## src/rtl/core/sha256h_pkg.sv

```systemverilog
`timescale 1ns / 1ps
// ----------------------------------------------------------------------------
// sha256h_pkg
// Shared types, constants and round functions of the SHA-256 byte hasher.
// ----------------------------------------------------------------------------
package sha256h_pkg;

  localparam int unsigned BLK_BITS = 512;
  localparam int unsigned LEN_BITS = 64;

  // byte source for a buffer push
  localparam logic [1:0] SEL_IN   = 2'd0;
  localparam logic [1:0] SEL_80   = 2'd1;
  localparam logic [1:0] SEL_ZERO = 2'd2;
  localparam logic [1:0] SEL_LEN  = 2'd3;

  localparam logic [7:0] PAD_BYTE  = 8'h80;
  localparam logic [5:0] LEN_START = 6'd56;
  localparam logic [5:0] FILL_LAST = 6'd63;

  localparam logic [31:0] INIT_HASH [0:7] = '{
    32'h6a09e667, 32'hbb67ae85, 32'h3c6ef372, 32'ha54ff53a,
    32'h510e527f, 32'h9b05688c, 32'h1f83d9ab, 32'h5be0cd19
  };

  localparam logic [31:0] ROUND_K [0:63] = '{
    32'h428a2f98, 32'h71374491, 32'hb5c0fbcf, 32'he9b5dba5,
    32'h3956c25b, 32'h59f111f1, 32'h923f82a4, 32'hab1c5ed5,
    32'hd807aa98, 32'h12835b01, 32'h243185be, 32'h550c7dc3,
    32'h72be5d74, 32'h80deb1fe, 32'h9bdc06a7, 32'hc19bf174,
    32'he49b69c1, 32'hefbe4786, 32'h0fc19dc6, 32'h240ca1cc,
    32'h2de92c6f, 32'h4a7484aa, 32'h5cb0a9dc, 32'h76f988da,
    32'h983e5152, 32'ha831c66d, 32'hb00327c8, 32'hbf597fc7,
    32'hc6e00bf3, 32'hd5a79147, 32'h06ca6351, 32'h14292967,
    32'h27b70a85, 32'h2e1b2138, 32'h4d2c6dfc, 32'h53380d13,
    32'h650a7354, 32'h766a0abb, 32'h81c2c92e, 32'h92722c85,
    32'ha2bfe8a1, 32'ha81a664b, 32'hc24b8b70, 32'hc76c51a3,
    32'hd192e819, 32'hd6990624, 32'hf40e3585, 32'h106aa070,
    32'h19a4c116, 32'h1e376c08, 32'h2748774c, 32'h34b0bcb5,
    32'h391c0cb3, 32'h4ed8aa4a, 32'h5b9cca4f, 32'h682e6ff3,
    32'h748f82ee, 32'h78a5636f, 32'h84c87814, 32'h8cc70208,
    32'h90befffa, 32'ha4506ceb, 32'hbef9a3f7, 32'hc67178f2
  };

  typedef struct packed {
    logic       push;
    logic [1:0] byte_sel;
    logic       start_blk;
    logic       round_en;
    logic       final_add;
    logic       out_en;
    logic       clear;
  } ctrl_cmd_t;

  typedef struct packed {
    logic [5:0] fill;
    logic       rnd_last;
    logic       out_last;
  } dp_stat_t;

  function automatic logic [31:0] rotr(input logic [31:0] v, input int unsigned n);
    rotr = (v >> n) | (v << (32 - n));
  endfunction

  function automatic logic [31:0] big_sig0(input logic [31:0] v);
    big_sig0 = rotr(v, 2) ^ rotr(v, 13) ^ rotr(v, 22);
  endfunction

  function automatic logic [31:0] big_sig1(input logic [31:0] v);
    big_sig1 = rotr(v, 6) ^ rotr(v, 11) ^ rotr(v, 25);
  endfunction

  function automatic logic [31:0] sml_sig0(input logic [31:0] v);
    sml_sig0 = rotr(v, 7) ^ rotr(v, 18) ^ (v >> 3);
  endfunction

  function automatic logic [31:0] sml_sig1(input logic [31:0] v);
    sml_sig1 = rotr(v, 17) ^ rotr(v, 19) ^ (v >> 10);
  endfunction

endpackage

```

## src/rtl/core/sha256h_dp.sv

```systemverilog
`timescale 1ns / 1ps
// ----------------------------------------------------------------------------
// sha256h_dp
// Datapath: block shift buffer, message schedule window, round unit,
// hash words, fill and length counters, digest word select.
// ----------------------------------------------------------------------------
module sha256h_dp (
  input  logic                   clk,
  input  logic                   rst_n,
  input  sha256h_pkg::ctrl_cmd_t cmd,
  input  logic [7:0]             in_data_byte,
  output sha256h_pkg::dp_stat_t  stat,
  output logic [31:0]            out_digest_word,
  output logic [2:0]             out_word_index
);

  logic [sha256h_pkg::BLK_BITS-1:0] blk_r, blk_nxt;
  logic [sha256h_pkg::LEN_BITS-1:0] len_r, len_nxt, len_shl;
  logic [31:0] hash_r [0:7];
  logic [31:0] hash_nxt [0:7];
  logic [31:0] work_r [0:7];
  logic [31:0] work_nxt [0:7];
  logic [5:0]  fill_r, fill_nxt;
  logic [5:0]  rnd_r, rnd_nxt;
  logic [2:0]  idx_r, idx_nxt;
  logic [7:0]  push_byte;
  logic [31:0] w_cur, w_new, t1, t2;

  assign len_shl = len_r << {fill_r[2:0], 3'b000};

  always_comb begin
    case (cmd.byte_sel)
      sha256h_pkg::SEL_IN:   push_byte = in_data_byte;
      sha256h_pkg::SEL_80:   push_byte = sha256h_pkg::PAD_BYTE;
      sha256h_pkg::SEL_ZERO: push_byte = 8'h00;
      sha256h_pkg::SEL_LEN:  push_byte = len_shl[63:56];
      default:               push_byte = 8'h00;
    endcase
  end

  // schedule window: word 0 sits at the top of the buffer
  assign w_cur = blk_r[511:480];
  assign w_new = sha256h_pkg::sml_sig1(blk_r[511-32*14 -: 32]) + blk_r[511-32*9 -: 32]
               + sha256h_pkg::sml_sig0(blk_r[479:448]) + blk_r[511:480];

  assign t1 = work_r[7] + sha256h_pkg::big_sig1(work_r[4])
            + ((work_r[4] & work_r[5]) ^ (~work_r[4] & work_r[6]))
            + sha256h_pkg::ROUND_K[rnd_r] + w_cur;
  assign t2 = sha256h_pkg::big_sig0(work_r[0])
            + ((work_r[0] & work_r[1]) ^ (work_r[0] & work_r[2]) ^ (work_r[1] & work_r[2]));

  always_comb begin
    blk_nxt  = blk_r;
    len_nxt  = len_r;
    fill_nxt = fill_r;
    rnd_nxt  = rnd_r;
    idx_nxt  = idx_r;
    for (int i = 0; i < 8; i++) begin
      hash_nxt[i] = hash_r[i];
      work_nxt[i] = work_r[i];
    end
    if (cmd.push) begin
      blk_nxt  = {blk_r[sha256h_pkg::BLK_BITS-9:0], push_byte};
      fill_nxt = fill_r + 6'd1;
      if (cmd.byte_sel == sha256h_pkg::SEL_IN) begin
        len_nxt = len_r + 64'd8;
      end
    end
    if (cmd.start_blk) begin
      rnd_nxt = 6'd0;
      for (int i = 0; i < 8; i++) begin
        work_nxt[i] = hash_r[i];
      end
    end
    if (cmd.round_en) begin
      blk_nxt     = {blk_r[479:0], w_new};
      rnd_nxt     = rnd_r + 6'd1;
      work_nxt[7] = work_r[6];
      work_nxt[6] = work_r[5];
      work_nxt[5] = work_r[4];
      work_nxt[4] = work_r[3] + t1;
      work_nxt[3] = work_r[2];
      work_nxt[2] = work_r[1];
      work_nxt[1] = work_r[0];
      work_nxt[0] = t1 + t2;
    end
    if (cmd.final_add) begin
      for (int i = 0; i < 8; i++) begin
        hash_nxt[i] = hash_r[i] + work_r[i];
      end
    end
    if (cmd.out_en) begin
      idx_nxt = idx_r + 3'd1;
    end
    if (cmd.clear) begin
      len_nxt  = '0;
      fill_nxt = '0;
      for (int i = 0; i < 8; i++) begin
        hash_nxt[i] = sha256h_pkg::INIT_HASH[i];
      end
    end
  end

  always_ff @(posedge clk) begin
    if (!rst_n) begin
      len_r  <= '0;
      fill_r <= '0;
      rnd_r  <= '0;
      idx_r  <= '0;
      for (int i = 0; i < 8; i++) begin
        hash_r[i] <= sha256h_pkg::INIT_HASH[i];
      end
    end else begin
      len_r  <= len_nxt;
      fill_r <= fill_nxt;
      rnd_r  <= rnd_nxt;
      idx_r  <= idx_nxt;
      for (int i = 0; i < 8; i++) begin
        hash_r[i] <= hash_nxt[i];
      end
    end
  end

  always_ff @(posedge clk) begin
    blk_r <= blk_nxt;
    for (int i = 0; i < 8; i++) begin
      work_r[i] <= work_nxt[i];
    end
  end

  assign stat.fill      = fill_r;
  assign stat.rnd_last  = (rnd_r == 6'd63);
  assign stat.out_last  = (idx_r == 3'd7);
  assign out_digest_word = hash_r[idx_r];
  assign out_word_index  = idx_r;

endmodule

```

## src/rtl/core/sha256h_ctrl.sv

```systemverilog
`timescale 1ns / 1ps
// ----------------------------------------------------------------------------
// sha256h_ctrl
// Controller: byte intake, padding sequence, compression rounds and
// digest output.
// ----------------------------------------------------------------------------
module sha256h_ctrl (
  input  logic                   clk,
  input  logic                   rst_n,
  input  logic                   start,
  input  logic                   in_byte_present,
  input  logic                   in_end_of_message,
  input  sha256h_pkg::dp_stat_t  stat,
  output sha256h_pkg::ctrl_cmd_t cmd,
  output logic                   busy,
  output logic                   out_valid,
  output logic                   out_last_word
);

  localparam logic [2:0] ST_IDLE  = 3'd0;
  localparam logic [2:0] ST_PAD   = 3'd1;
  localparam logic [2:0] ST_ROUND = 3'd2;
  localparam logic [2:0] ST_FINAL = 3'd3;
  localparam logic [2:0] ST_OUT   = 3'd4;

  logic [2:0] state_r, state_nxt;
  logic       pad_r, pad_nxt;
  logic       sent80_r, sent80_nxt;
  logic       lenph_r, lenph_nxt;

  always_comb begin
    state_nxt  = state_r;
    pad_nxt    = pad_r;
    sent80_nxt = sent80_r;
    lenph_nxt  = lenph_r;
    cmd        = '0;
    cmd.byte_sel = sha256h_pkg::SEL_IN;
    case (state_r)
      ST_IDLE: begin
        if (start) begin
          pad_nxt = in_end_of_message;
          if (in_byte_present) begin
            cmd.push = 1'b1;
          end
          if (in_byte_present && stat.fill == sha256h_pkg::FILL_LAST) begin
            cmd.start_blk = 1'b1;
            state_nxt     = ST_ROUND;
          end else if (in_end_of_message) begin
            state_nxt = ST_PAD;
          end
        end
      end
      ST_PAD: begin
        cmd.push = 1'b1;
        if (!sent80_r) begin
          cmd.byte_sel = sha256h_pkg::SEL_80;
          sent80_nxt   = 1'b1;
        end else if (lenph_r || stat.fill == sha256h_pkg::LEN_START) begin
          cmd.byte_sel = sha256h_pkg::SEL_LEN;
          lenph_nxt    = 1'b1;
        end else begin
          cmd.byte_sel = sha256h_pkg::SEL_ZERO;
        end
        if (stat.fill == sha256h_pkg::FILL_LAST) begin
          cmd.start_blk = 1'b1;
          state_nxt     = ST_ROUND;
        end
      end
      ST_ROUND: begin
        cmd.round_en = 1'b1;
        if (stat.rnd_last) begin
          state_nxt = ST_FINAL;
        end
      end
      ST_FINAL: begin
        cmd.final_add = 1'b1;
        if (lenph_r) begin
          state_nxt = ST_OUT;
        end else if (pad_r) begin
          state_nxt = ST_PAD;
        end else begin
          state_nxt = ST_IDLE;
        end
      end
      ST_OUT: begin
        cmd.out_en = 1'b1;
        if (stat.out_last) begin
          cmd.clear  = 1'b1;
          pad_nxt    = 1'b0;
          sent80_nxt = 1'b0;
          lenph_nxt  = 1'b0;
          state_nxt  = ST_IDLE;
        end
      end
      default: begin
        state_nxt = ST_IDLE;
      end
    endcase
  end

  always_ff @(posedge clk) begin
    if (!rst_n) begin
      state_r  <= ST_IDLE;
      pad_r    <= 1'b0;
      sent80_r <= 1'b0;
      lenph_r  <= 1'b0;
    end else begin
      state_r  <= state_nxt;
      pad_r    <= pad_nxt;
      sent80_r <= sent80_nxt;
      lenph_r  <= lenph_nxt;
    end
  end

  assign busy          = (state_r != ST_IDLE);
  assign out_valid     = (state_r == ST_OUT);
  assign out_last_word = (state_r == ST_OUT) && stat.out_last;

endmodule

```

## src/rtl/core/sha256_byte_stream_hasher_core.sv

```systemverilog
`timescale 1ns / 1ps
// ----------------------------------------------------------------------------
// sha256_byte_stream_hasher_core
// SHA-256 over a byte stream; emits the digest as eight words per message.
//
//   channel  | handshake        | payload
//   ---------+------------------+--------------------------------------------
//   in       | start / busy     | in_data_byte, in_byte_present,
//            |                  | in_end_of_message
//   out      | out_valid strobe | out_digest_word, out_word_index,
//            |                  | out_last_word
//
// A byte beat is accepted while idle as the block buffer fills; the beat that
// completes a 64-byte block starts the round unit (64 rounds, then one hash
// add), which holds busy high. An end-of-message beat adds the padding
// bytes, the compressions it triggers, and the eight output words. Synchronous
// reset loads the initial hash words. Outputs cannot be stalled.
// ----------------------------------------------------------------------------
module sha256_byte_stream_hasher_core (
  input  logic        clk,
  input  logic        rst_n,
  input  logic        start,
  output logic        busy,
  input  logic [7:0]  in_data_byte,
  input  logic        in_byte_present,
  input  logic        in_end_of_message,
  output logic        out_valid,
  output logic [31:0] out_digest_word,
  output logic [2:0]  out_word_index,
  output logic        out_last_word
);

  sha256h_pkg::ctrl_cmd_t cmd;
  sha256h_pkg::dp_stat_t  stat;

  sha256h_ctrl u_ctrl (
    .clk               (clk),
    .rst_n             (rst_n),
    .start             (start),
    .in_byte_present   (in_byte_present),
    .in_end_of_message (in_end_of_message),
    .stat              (stat),
    .cmd               (cmd),
    .busy              (busy),
    .out_valid         (out_valid),
    .out_last_word     (out_last_word)
  );

  sha256h_dp u_dp (
    .clk             (clk),
    .rst_n           (rst_n),
    .cmd             (cmd),
    .in_data_byte    (in_data_byte),
    .stat            (stat),
    .out_digest_word (out_digest_word),
    .out_word_index  (out_word_index)
  );

endmodule

```

## config.mk

```make
export PLATFORM = sky130hd
export DESIGN_NAME = sha256_byte_stream_hasher_core
export DESIGN_NICKNAME = d
export VERILOG_FILES = /design/src/rtl/core/sha256h_pkg.sv /design/src/rtl/core/sha256h_dp.sv /design/src/rtl/core/sha256h_ctrl.sv /design/src/rtl/core/sha256_byte_stream_hasher_core.sv
export SDC_FILE = /design/constraint.sdc
export NUM_CORES = 2
export LEC_CHECK = 0
export ABC_AREA = 1
export BUFFER_PORTS_ARGS = -buffer_cell sky130_fd_sc_hd__clkbuf_2
export CORE_ASPECT_RATIO = 0.9
export CORE_MARGIN = 5
export CORE_UTILIZATION = 35
export DETAILED_ROUTE_END_ITERATION = 16
export GPL_TIMING_DRIVEN = 0
export PLACE_DENSITY_LB_ADDON = 0.05
export SETUP_SLACK_MARGIN = 0.3
export SLEW_MARGIN = 20
export SYNTH_ARGS = -nofsm -noshare
export SYNTH_HDL_FRONTEND = slang
export SYNTH_HIERARCHICAL = 1
export SYNTH_SLANG_ARGS = --single-unit
```

## constraint.sdc

```tcl
create_clock -name clk -period 26.1 [get_ports clk]
set_clock_uncertainty 0.2 [all_clocks]
set_input_delay 1.305 -clock clk [delete_from_list [all_inputs] [get_ports clk]]
set_output_delay 1.305 -clock clk [all_outputs]
set_load 0.02 [all_outputs]
```

# Word-level counts from Yosys, hierarchy flattened
# Memories as Yosys holds them, arrays and structs flattened. A register that Yosys moved wholly into a read port is not among the register bits.
# Index checks and enable logic that the tools add are counted.
totals:
  reg_bits: 597
  ramBits: 512
  rom_bits: 2048
  in_bits: 13
  out_inout_bits: 38
  word_cells: 160
  memories: 3
op_classes:
  add_sub_neg: 22
  order_cmp: 1
  eq_ne: 18
  n_shift: 1
  mux: 53
  bitwise: 37
  n_reduce_logical: 16
memory_table:
  columns: ["memory", "depth", "width", "rd", "rd_clocked_by_memory_dff", "write_ports", "line_no", "rtl"]
  rows:
  - ["(name not given)", 64, 32, 1, 0, 0, "sha256h_dp.sv:48", "+ sha256h_pkg::ROUND_K[rnd_r] + w_cur;"]
  - ["u_dp.hash_r", 8, 32, 9, 1, 8, "sha256h_dp.sv:19", "logic [31:0] hash_r [0:7];"]
  - ["u_dp.work_r", 8, 32, 8, 0, 8, "sha256h_dp.sv:21", "logic [31:0] work_r [0:7];"]
op_table:
  columns: ["operator", "count"]
  rows:
  - ["$mux 256", 4]
  - ["$mux 512", 2]
  - ["$add 32x32->32", 18]
  - ["$mux 32", 10]
  - ["$xor 32x32->32", 9]
  - ["$and 32x32->32", 5]
  - ["$add 64x4->64 const B", 1]
  - ["$shl 64x6->64", 1]
  - ["$not 32->32", 1]
  - ["$or 10x32->32", 1]
  - ["$or 13x32->32", 1]
  - ["$or 14x32->32", 1]
  - ["$or 15x32->32", 1]
  - ["$or 19x32->32", 1]
  - ["$or 21x32->32", 1]
  - ["$or 25x32->32", 1]
  - ["$or 26x32->32", 1]
  - ["$or 30x32->32", 1]
  - ["$or 7x32->32", 1]
  - ["$pmux 8 s4", 1]
  - ["$xor 32x22->32", 1]
  - ["$xor 32x29->32", 1]
  - ["$mux 3", 9]
  - ["$eq 6x6->1 const B", 3]
  - ["30 further kinds", 72]

# Logic depth before layout (Yosys ltp)
# An unclocked memory read counts as a cell.
logic_depth:
  depth_word: 10
  mapped_depth: 42
  ltp_nobuf: 41

# Cells and area by module
# The synthesis kept the hierarchy.
modules_own_cells:
  columns: ["mod", "n_inst", "cells_each", "area_each_um2"]
  rows:
  - ["sha256h_dp", 1, 10437, 79880.4]
  - ["sha256h_ctrl", 1, 79, 474.2]

# Least setup slack after synthesis
# Ideal clock, no wire load.
synth_timing:
  kind: "register to register"
  from: "register u_ctrl.state_r[2]"
  to: "register u_dp/blk_r[0] (netlist bit), enable pin"
  arrival_time_ns: 10.104
  setup_slack_ns: 12.133
  stages_incl_launch_ff: 11
  path_buffers: 5
  period_less_slack_ns: 13.967
  path_cell_list: "dfxtp_1 -> nor2_1 -> inv_1 -> nor2_1 -> buf_2 -> clkinv_1 -> buf_2 -> buf_2 -> clkbuf_1 -> clkbuf_1 -> nand2_1"
synth_lines:
  columns: ["item", "line_no", "rtl"]
  rows:
  - ["start, declared", "sha256h_ctrl.sv:26", "logic [2:0] state_r, state_nxt;"]
  - ["start signal, assigned", "sha256h_ctrl.sv:108", "state_r <= state_nxt;"]
  - ["end signal, assigned", "sha256h_dp.sv:125", "blk_r <= blk_nxt;"]
  - ["end, declared", "sha256h_dp.sv:17", "logic [sha256h_pkg::BLK_BITS-1:0] blk_r, blk_nxt;"]

==> flow_summary.toml <==
[synth]
post_synthesis_instance_area_sq_mm = 0.08035
synthArstFlopShare_pct = 0
distinct_cell_type_count_after_synthesis = 71
synthMuxAreaShare_pct = 0.2071
synthesis.yosys.warnings = 6
yosys_reg_bits = 1109
syn_nets = 11130
seq_area_frac_synth_pct = 37.20
synthXorXnorAreaFrac_pct = 4.567
arithmetic_cell_share_of_the_synthesized_area_counting_full_adders_half_adders_and_majority_gates_pct = 11.13
post_synth_inst_count = 10520
syn_avg_cell_area_sq_um = 7.641
synth-simple-area-share_pct = 18.29
synthFlopType = "sky130_fd_sc_hd__edfxtp_1"
main_combinational_cell_family_by_area_after_synthesis = "compound AO/OA/AOI/OAI gates"
synth_edf_count = 768
synth_compound_gate_area_share_pct = 18.95

[routing]
detailroute.via_count = 79240
detail_route.drc_violations = 0
finalWirelength_um = 425300
route.antenna.remaining_nets = 0
drtIter0Drc = 11450
routed_via_density = 5.691
wl_per_cell_um = 30.55
firstDrtPassIters = 7

[setup_path]
critPathLaunchType = "flop"
cp.required_ns = 26.45
worstPathMaxFanout = 12
rr_startpoint = "u_dp/rnd_r[0]"
r2r-end = "u_dp/work_r[0][26]"
crit_path_frequent_cell = "sky130_fd_sc_hd__inv_1"
worst-endpoint-arrival_ns = 11.51
critical-path-slowest-cell = "sky130_fd_sc_hd__nor2_1"
kind_of_critical_path = "flop to flop"
reg2reg_setup_slack_ns = 14.93
endpoint_kind = "flop"
timing.critical_path.slowest_cell_delay_ns = 0.81
reg2reg_depth = 34

[worst_hold_path]
min_path_type = "flop to flop"
min_to = "u_ctrl/pad_r"
min_delay_path_depth = 2
hold_path_startpoint = "u_ctrl/pad_r"

[sta]
finalCritPeriodShare_pct = 42.79
rsz0062_at_grt = "no"
setup_viol = 0
number_of_failing_hold_endpoints_at_the_final_stage = 0
worst-slew-pin-transition_ns = 1.331
maxClockFrequency_ghz = 0.08955
slew_viol_final = 0
post-route-min-period_ns = 11.17
totalNegativeSetupSlack_ns = 0
slew_headroom_pct = 10.36

[floorplan]
start_util_pct = 35.27
io-pin-count = 51
dieWidth_um = 515.1
floorplan.rows = 166
height_of_the_die_um = 464.6
fp.coreArea_sq_mm = 0.2278
die_area_sq_mm = 0.2393

[clocking]
post-cts-setup-buffers = 0
post_cts.resized_instances = 0
htreeDepth = 4
clk_root_buffer_cell = "sky130_fd_sc_hd__clkbuf_16"
clkTransAtPathRegs_ns = 0.06
worstSkewPairLatency_ns = 0.82
clockBufferDepth = 3
cts_tree = "yes"
cts_buffers = 142
cts.sinks = 1109
cts-hold-fix-buffers = 0

[placed_design]
place.gp.congestion = 1.028
port-buffer-count = 50
dpl.hpwl_um = 349000

[grt]
vias_in_the_first_global_route = 72960
grt_pass1_wl_um = 581200
grt_max_degree = 94
overflow = 0
antenna_found_initial = 43
globalRouteTotalUtil_pct = 34.33

[cells_and_area]
drive_above_1_share_pct = 4.587
nNetsFinal = 11370
synth_to_final_area_change_pct = 12.45
nFillCells = 23990

[outcome]
outcome = "complete, no violations"

[flow_run]
max_cap_violations = 0
-- cell type report --
cell class              instances  area [sq um]  area share, %
clock buffers                 173          3760          4.161
well taps                    3024          3784          4.187
diodes                         19         47.55        0.05262
inverters                    1596          6000          6.639
clock inverters                88          1055          1.167
multi-input cells            7347         42790          47.36
plain buffers                 464          1828          2.023
repair buffers                102          1206          1.335
flip-flops and latches       1109         29890          33.08
-- layer usage --
metal  global-route usage, %  part of all wire (%)  vias to the layer above  routed length, um
li1                        -                     -                    35660                  -
met1                   52.01                    46                    38970             197500
met2                   48.76                    40                     4010             171300
met3                   6.552                   9.5                      589              40410
met4                   10.77                   3.7                       10              15830
met5                       0                 0.062                        -                262
-- worst max-delay path: cells and delay by family (launching register included) --
family          cells  cell delay, ns
xor+xnor            1            0.81
fa+ha+maj           5            2.45
simple gates       13            3.18
flops               1            0.66
compound gates      6            1.74
buf+inv             9            1.84
-- through the flow --
stage	util (%)	setup slack (ns)	hold slack, ns	cells	area, sq um
2_1_floorplan	-	12.13	0.2388	10520	80350
3_3_place_gp	37.04	3.609	0.2531	13590	84390
3_5_place_dp	37.52	15.33	0.2605	13640	85490
4_1_cts	39.63	15.32	0.2712	13900	90300
5_1_grt	39.65	14.72	0.2923	13910	90330
6_report	39.66	14.93	0.2675	13920	90360
-- registers in the layout (all words and copies together), names as in the netlist, named ones only --
register / count
u_ctrl/sent80_r: 1
u_ctrl/pad_r: 1
u_dp/hash_r: 256
u_dp/work_r: 256
u_ctrl/state_r: 3
u_dp/out_word_index: 3
u_ctrl/lenph_r: 1
u_dp/len_r: 61
u_dp/rnd_r: 6
u_dp/blk_r: 512
u_dp/fill_r: 6
-- synthesized netlist by cell type, types with 13 or more instances --
library cell	count	share of area (%)
sky130_fd_sc_hd__a211oi_1	15	0.14
sky130_fd_sc_hd__a21boi_0	33	0.31
sky130_fd_sc_hd__a21o_1	36	0.34
sky130_fd_sc_hd__a21oi_1	896	5.6
sky130_fd_sc_hd__a221oi_1	42	0.46
sky130_fd_sc_hd__a31oi_1	100	0.78
sky130_fd_sc_hd__buf_1	31	0.14
sky130_fd_sc_hd__clkbuf_1	422	2.0
sky130_fd_sc_hd__dfxtp_1	341	8.5
sky130_fd_sc_hd__edfxtp_1	768	29
sky130_fd_sc_hd__fa_1	197	4.9
sky130_fd_sc_hd__ha_1	399	6.2
sky130_fd_sc_hd__inv_1	1588	7.4
sky130_fd_sc_hd__mux2_2	13	0.18
sky130_fd_sc_hd__nand2_1	2176	10
sky130_fd_sc_hd__nand3_1	366	2.3
sky130_fd_sc_hd__nand3b_1	31	0.29
sky130_fd_sc_hd__nand4_1	103	0.80
sky130_fd_sc_hd__nor2_1	634	3.0
sky130_fd_sc_hd__nor3_1	109	0.68
sky130_fd_sc_hd__nor4_1	37	0.29
sky130_fd_sc_hd__o211ai_1	90	0.84
sky130_fd_sc_hd__o21a_1	25	0.23
sky130_fd_sc_hd__o21ai_0	1346	8.4
sky130_fd_sc_hd__o21ai_1	17	0.11
sky130_fd_sc_hd__o21bai_1	89	0.83
sky130_fd_sc_hd__o221ai_1	16	0.17
sky130_fd_sc_hd__o31ai_1	14	0.13
sky130_fd_sc_hd__or2_2	30	0.23
sky130_fd_sc_hd__xnor2_1	189	2.1
sky130_fd_sc_hd__xor2_1	230	2.5
-- cell usage in the layout, fill, tap and decap left out, types with 16 or more instances in the layout --
cell type / n
sky130_fd_sc_hd__nand3_1: 366
sky130_fd_sc_hd__clkinv_2: 20
sky130_fd_sc_hd__inv_1: 1587
sky130_fd_sc_hd__nand3b_1: 31
sky130_fd_sc_hd__xnor2_1: 189
sky130_fd_sc_hd__a21boi_0: 33
sky130_fd_sc_hd__nor4_1: 36
sky130_fd_sc_hd__nor3_1: 109
sky130_fd_sc_hd__o221ai_1: 16
sky130_fd_sc_hd__nand4_1: 103
sky130_fd_sc_hd__o21bai_1: 89
sky130_fd_sc_hd__edfxtp_1: 768
sky130_fd_sc_hd__o21ai_0: 1339
sky130_fd_sc_hd__a221oi_1: 33
sky130_fd_sc_hd__a21o_1: 36
sky130_fd_sc_hd__clkinv_1: 27
sky130_fd_sc_hd__fa_1: 197
sky130_fd_sc_hd__ha_1: 399
sky130_fd_sc_hd__clkbuf_2: 98
sky130_fd_sc_hd__buf_1: 24
sky130_fd_sc_hd__diode_2: 19
sky130_fd_sc_hd__o211ai_1: 90
sky130_fd_sc_hd__nor2_1: 633
sky130_fd_sc_hd__o21ai_1: 24
sky130_fd_sc_hd__dfxtp_1: 341
sky130_fd_sc_hd__or2_2: 30
sky130_fd_sc_hd__buf_4: 20
sky130_fd_sc_hd__a31oi_1: 100
sky130_fd_sc_hd__clkbuf_16: 142
sky130_fd_sc_hd__o21a_1: 25
sky130_fd_sc_hd__a21oi_1: 896
sky130_fd_sc_hd__buf_16: 21
sky130_fd_sc_hd__clkbuf_1: 397
sky130_fd_sc_hd__nand2_1: 2175
sky130_fd_sc_hd__xor2_1: 230
-- kinds of logic after synthesis --
kind of cell	count (synthesis)
xor gates and xnor gates	419
muxes	15
DFF	1109
and+or+nand+nor	3538
buffers and inverters	2060
adders and majority gates	597
AOI/OAI and AO/OA	2778
-- how the worst max path moves through the flow --
stage                 startpoint            endpoint  slack (ns)  cells after the start
2_1_floorplan  u_ctrl/state_r[2]       u_dp/blk_r[0]       12.13                     10
3_3_place_gp   u_ctrl/state_r[2]      u_dp/blk_r[27]        3.61                     10
3_5_place_dp       u_dp/rnd_r[0]  u_dp/work_r[0][26]       15.33                     41
4_1_cts            u_dp/rnd_r[0]  u_dp/work_r[0][26]       15.32                     41
5_1_grt            u_dp/rnd_r[0]  u_dp/work_r[0][26]       14.72                     39
6_report           u_dp/rnd_r[0]  u_dp/work_r[0][26]       14.93                     34
Power is not shown: default switching activity piles up to over one toggle a cycle in this logic, so the estimate is an artifact.
